File: src/hw/rtl/dsh_pkg.sv
// Shared types and constants of the diamond-square height map generator.
// No dependencies; used by every module of the block but dsh_grid_mem.
`timescale 1ns / 1ps

package dsh_pkg;

  localparam int GRID_SIZE_DEF   = 32;
  localparam int RANDOM_BITS_DEF = 16;

  localparam int RND_W     = 16;
  localparam int COORD_O_W = 5;
  localparam int HEIGHT_W  = 18;
  localparam int ACC_W     = HEIGHT_W + 2;
  localparam int FRAC_SH   = 17;
  localparam int LVL_W     = 3;
  localparam int SHAMT_W   = 4;
  localparam int ADD_SH_W  = 6;

  localparam logic [HEIGHT_W-1:0] HEIGHT_MAX = '1;

  typedef enum logic [1:0] {
    PH_SQUARE = 2'd0,
    PH_DIAM_A = 2'd1,
    PH_DIAM_B = 2'd2
  } phase_e;

  typedef enum logic [1:0] {
    NB_FIRST  = 2'd0,
    NB_SECOND = 2'd1,
    NB_THIRD  = 2'd2,
    NB_FOURTH = 2'd3
  } nb_e;

  typedef enum logic [2:0] {
    ST_CLEAR = 3'd0,
    ST_IDLE  = 3'd1,
    ST_RD0   = 3'd2,
    ST_RD1   = 3'd3,
    ST_RD2   = 3'd4,
    ST_RD3   = 3'd5,
    ST_WR    = 3'd6
  } st_e;

  typedef struct packed {
    logic [LVL_W-1:0] level;
    logic             map_last;
  } walk_stat_t;

endpackage

File: src/hw/rtl/dsh_walker.sv
// Visiting order of the diamond-square passes: level, phase and cell position,
// target point and wrapped neighbor addresses. Uses dsh_pkg.
`timescale 1ns / 1ps

module dsh_walker #(
  parameter  int GRID_SIZE = dsh_pkg::GRID_SIZE_DEF,
  localparam int CW        = $clog2(GRID_SIZE)
) (
  input  logic                   clk_i,
  input  logic                   rst_ni,
  input  logic                   advance_i,
  input  dsh_pkg::nb_e           nb_sel_i,
  output logic [CW-1:0]          tgt_x_o,
  output logic [CW-1:0]          tgt_y_o,
  output logic [2*CW-1:0]        nb_addr_o,
  output dsh_pkg::walk_stat_t    stat_o
);

  localparam int CCW = CW - 1;
  localparam logic [dsh_pkg::LVL_W-1:0] LAST_LEVEL = dsh_pkg::LVL_W'(CW - 1);
  localparam logic [CW-1:0] ONE = CW'(1);

  logic [dsh_pkg::LVL_W-1:0] level_q, level_d;
  dsh_pkg::phase_e           phase_q, phase_d;
  logic [CCW-1:0]            col_q, col_d, row_q, row_d;

  logic [dsh_pkg::SHAMT_W-1:0] step_sh, half_sh;
  logic [CW-1:0]  hs, bx, by, tx, ty, xm, xp, ym, yp, nx, ny;
  logic [CCW-1:0] cells_m1;
  logic           col_last, row_last, pass_end, map_last;

  assign step_sh  = dsh_pkg::SHAMT_W'(CW) - dsh_pkg::SHAMT_W'(level_q);
  assign half_sh  = step_sh - dsh_pkg::SHAMT_W'(1);
  assign hs       = ONE << half_sh;
  assign bx       = CW'(col_q) << step_sh;
  assign by       = CW'(row_q) << step_sh;
  assign cells_m1 = CCW'((32'd1 << level_q) - 32'd1);
  assign col_last = (col_q == cells_m1);
  assign row_last = (row_q == cells_m1);
  assign pass_end = col_last && row_last;
  assign map_last = (phase_q == dsh_pkg::PH_DIAM_B) && pass_end && (level_q == LAST_LEVEL);

  always_comb begin
    unique case (phase_q)
      dsh_pkg::PH_DIAM_A: begin
        tx = bx + hs;
        ty = by;
      end
      dsh_pkg::PH_DIAM_B: begin
        tx = bx;
        ty = by + hs;
      end
      default: begin
        tx = bx + hs;
        ty = by + hs;
      end
    endcase
  end

  assign xm = tx - hs;
  assign xp = tx + hs;
  assign ym = ty - hs;
  assign yp = ty + hs;

  always_comb begin
    if (phase_q == dsh_pkg::PH_SQUARE) begin
      unique case (nb_sel_i)
        dsh_pkg::NB_FIRST:  begin nx = xm; ny = ym; end
        dsh_pkg::NB_SECOND: begin nx = xp; ny = ym; end
        dsh_pkg::NB_THIRD:  begin nx = xm; ny = yp; end
        default:            begin nx = xp; ny = yp; end
      endcase
    end else begin
      unique case (nb_sel_i)
        dsh_pkg::NB_FIRST:  begin nx = xm; ny = ty; end
        dsh_pkg::NB_SECOND: begin nx = xp; ny = ty; end
        dsh_pkg::NB_THIRD:  begin nx = tx; ny = ym; end
        default:            begin nx = tx; ny = yp; end
      endcase
    end
  end

  always_comb begin
    level_d = level_q;
    phase_d = phase_q;
    col_d   = col_q;
    row_d   = row_q;
    if (phase_q == dsh_pkg::PH_DIAM_A) begin
      phase_d = dsh_pkg::PH_DIAM_B;
    end else begin
      if (col_last) begin
        col_d = '0;
        row_d = row_last ? '0 : row_q + CCW'(1);
      end else begin
        col_d = col_q + CCW'(1);
      end
      if (phase_q == dsh_pkg::PH_DIAM_B) begin
        if (pass_end) begin
          phase_d = dsh_pkg::PH_SQUARE;
          level_d = level_q + dsh_pkg::LVL_W'(1);
        end else begin
          phase_d = dsh_pkg::PH_DIAM_A;
        end
      end else begin
        phase_d = pass_end ? dsh_pkg::PH_DIAM_A : dsh_pkg::PH_SQUARE;
      end
    end
    if (map_last) begin
      level_d = '0;
      phase_d = dsh_pkg::PH_SQUARE;
      col_d   = '0;
      row_d   = '0;
    end
  end

  always_ff @(posedge clk_i or negedge rst_ni) begin
    if (!rst_ni) begin
      level_q <= '0;
      phase_q <= dsh_pkg::PH_SQUARE;
      col_q   <= '0;
      row_q   <= '0;
    end else if (advance_i) begin
      level_q <= level_d;
      phase_q <= phase_d;
      col_q   <= col_d;
      row_q   <= row_d;
    end
  end

  assign tgt_x_o         = tx;
  assign tgt_y_o         = ty;
  assign nb_addr_o       = {ny, nx};
  assign stat_o.level    = level_q;
  assign stat_o.map_last = map_last;

endmodule

File: config.mk
export PLATFORM = sky130hd
export DESIGN_NAME = dsh_walker
export DESIGN_NICKNAME = d
export VERILOG_FILES = /design/src/hw/rtl/dsh_pkg.sv /design/src/hw/rtl/dsh_walker.sv
export SDC_FILE = /design/constraint.sdc
export NUM_CORES = 1
export LEC_CHECK = 0
export BUFFER_PORTS_ARGS = -buffer_cell sky130_fd_sc_hd__buf_4
export CORE_UTILIZATION = 55
export CTS_CLUSTER_SIZE = 28
export DETAILED_ROUTE_END_ITERATION = 7
export PLACE_DENSITY = 0.79
export SETUP_SLACK_MARGIN = 0.1
export SYNTH_ARGS = -nofsm -noshare
export SYNTH_HDL_FRONTEND = slang
export SYNTH_SLANG_ARGS = --single-unit
File: constraint.sdc
create_clock -name clk_i -period 4.7 [get_ports clk_i]
set_input_delay 0.47 -clock clk_i [delete_from_list [all_inputs] [get_ports clk_i]]
set_output_delay 0.47 -clock clk_i [all_outputs]
set_load 0.03 [all_outputs]
==> results.py <==
metrics = {
    "status": {
        "status": "completed",
    },
    "clock_network": {
        "cts_tree": "yes",
        "clkSinkCount": 13,
        "htree_levels": 1,
        "cts_hold_buf": 0,
        "clk_pin_slew_ns": 0.06,
        "clk_path_buf_depth": 2,
        "cts_buffers": 3,
        "insertion_delay_ns": 0.25,
        "cts-root-buf": "clkbuf_8",
    },
    "layout": {
        "final_area_um2": 3240,
        "nets": 414,
        "drive_above_1_share_pct": 30.0,
        "multi_input_area_um2": 2320,
        "fillerInstances": 324,
        "seqCellArea_um2": 328,
        "antenna_cells": 0,
        "area_delta_synth_final_pct": 27.0,
        "layout.cells.non_filler": 419,
        "final_core_util_pct": 73.5,
    },
    "routing": {
        "drc": 0,
        "drtIter0Drc": 217,
        "via_count": 2472,
        "drtPass1Iterations": 5,
        "vias_per_cell": 5.90,
        "final_antenna_net_count": 0,
        "routed_wl_um": 6810,
        "routedWlPerCell_um": 16.2,
    },
    "timing": {
        "hold_ws_ns": 0.0495,
        "fin_skew_ns": 0.0104,
        "rsz0062_at_grt": "yes",
        "slew-limit-headroom_pct": 56.2,
        "hold_viol": 0,
        "tightestPinTransition_ns": 0.651,
        "drv_slew": 0,
        "clock.fmax_mhz": 217,
        "fin_crit_ns": 4.60,
        "fin_crit_sh_pct": 97.9,
        "setup_viol": 0,
    },
    "yosys": {
        "synthFlopType": "dfrtp_1",
        "synth_cell_types": 52,
        "synth_common_cells": "ha_1, nand2_1, nor2_1",
        "synth.most_common_cell": "ha_1",
        "yosys_warnings": 0,
        "syn_nets": 371,
        "synth_enable_flop_cells": 0,
        "avgSynthCellArea_um2": 7.86,
        "synth.ff_latch_count": 13,
        "synthArstFlopShare_pct": 100,
        "synth_top_area_share_pct": 18.6,
        "synthesis.area_um2": 2550,
        "ys_seq_area_share_pct": 12.7,
        "synthTopCellsByArea": "ha_1, dfrtp_1, xnor2_1, nand2_1, mux2_2",
        "yosys.area.top_type": "ha_1",
        "syn_inst": 325,
    },
    "pwr": {
        "p_per_area_nw_per_um2": 600,
        "p_int_mw": 0.878,
        "p_total_mw": 1.95,
        "vdd_drop_max_mv": 0.434,
        "p_comb_share_pct": 82.8,
        "power.share.sequential_pct": 11.9,
        "switchingPower_mw": 1.07,
        "p_clk_share_pct": 5.3,
        "leakagePower_nw": 1.53,
        "p_sw_share_pct": 54.9,
    },
    "worst_setup_path": {
        "cp_cell_sequence": "ha_4, nor3_4, nand3_1, inv_2, ha_4, a21oi_1, o31ai_1, a21oi_1, xnor2_1, mux2_4, ha_4, o21ba_2, mux2i_1, xnor2_1, or3_1, a21oi_2, a221o_2, buf_6",
        "path_max_fanout": 5,
        "crit_slowest_cell": "dfrtp_2",
        "crit_top_cell": "ha_4",
        "critPathArrivalTime_ns": 4.13,
        "required_ns": 4.23,
        "end_kind": "output port",
        "slowest_delay_ns": 0.49,
        "startpoint_type": "register",
        "crit_type": "reg -> out",
    },
    "floorplanning": {
        "die_w_um": 70.1,
        "design.die.area_um2": 4920,
        "io_pins": 29,
        "die_h_um": 70.1,
        "rows": 24,
        "start_util_pct": 57.9,
        "coreArea_um2": 4410,
    },
    "grt": {
        "grt_overflow_total": 0,
        "grt_pass1_wl_um": 10700,
        "grt_usage_pct": 26.7,
        "grt_max_degree": 15,
        "grt_pass1_vias": 2317,
        "antenna_found_initial": 0,
    },
    "placed_design": {
        "dpl.cell_count": 399,
        "place_hpwl_um": 4950,
        "place_area_um2": 2890,
        "place_congestion": 0.879,
        "port_buffers": 28,
    },
    "run": {
        "drv_cap": 0,
    },
    "hold_path": {
        "hold_class": "in -> async",
    },
}
routing by layer:
metal | up-vias | GRT usage (%) | routed length, um
met4 | 0 | 4.67 | 51
met3 | 6 | 2.31 | 391
met1 | 1169 | 35.8 | 2950
li1 | 1218 | - | -
met5 | - | 0 | 0
met2 | 79 | 47.1 | 3420
registers in the layout (all words and copies together), names as in the netlist:
name and flops:
level_q 3, col_q 4, phase_q 2, row_q 4
power groups by stage:
stage | Sequential, mW | Clock [mW] | Combinational (mW)
global route | 0.239 | 0.107 | 1.76
floorplan | 0.193 | 0 | 1.15
detailed placement | 0.231 | 0 | 1.50
global placement | 0.229 | 0 | 1.48
CTS | 0.226 | 0.105 | 1.52
finish | 0.232 | 0.103 | 1.61
final timing paths:
check                           start            to  slack [ns]  depth (start not counted)
max                        level_q[2]  nb_addr_o[9]         0.1                         18
min                            rst_ni      row_q[3]        0.05                          1
max reg2reg                level_q[0]      row_q[3]        0.84                         14
min reg2reg                  row_q[3]      row_q[3]        0.61                          1
max in group asynchronous      rst_ni    level_q[1]        4.48                          1
min in group clk_i          advance_i    phase_q[1]        0.48                          2
cell families (layout without fill, tap and decap cells):
kind of cell               Yosys count  count (layout)  synth area share [%]
AOI/OAI and AO/OA                   72              72                  17.9
adders and majority gates           41              41                  21.0
buffers and inverters               33              75                  5.44
muxes                               21              21                  8.97
DFF                                 13              13                  12.7
and+or+nand+nor                    111             111                  21.2
xor gates and xnor gates            34              34                  12.7
final cells by class:
type                    count  share of cell area [%]
multi-input cells         279                    71.6
inverters                  19                    2.51
flip-flops and latches     13                    10.1
well taps                  52                    2.01
clock buffers               4                    1.39
repair buffers             52                    12.4
metrics by stage:
step / setup WS, ns / TNS, ns
after floorplan: 0.119 / 0
after global placement: 0.258 / 0
after detailed placement: 0.211 / 0
after CTS: 0.118 / 0
after global routing: -0.0609 / -0.0609
final: 0.0987 / 0
cells in the final DEF, fill, tap and decap left out, types with 12 or more instances in the layout:
cell / n
buf_4: 49
nand2_1: 31
ha_1: 29
nor2_1: 27
o21ai_0: 19
inv_1: 16
xnor2_1: 16
a21oi_1: 13
xor2_1: 12
worst max-delay path, delay by kind of cell (launching register included):
kind	cells	cell delay (ns)
adder cells (fa/ha/maj)	3	0.71
AND/OR/NAND/NOR	3	0.77
AO/OA/AOI/OAI	6	0.94
flip-flops	1	0.49
multiplexers	2	0.45
buffers and inverters	2	0.24
XOR/XNOR	2	0.24
what timing repair did:
item	CTS	global route
buffers inserted	4	12
pin swaps	2	21
resized for setup	4	35
hold endpoints to repair	0	0
setup endpoints to repair	2	3
Power figures use the tool's default switching activity.
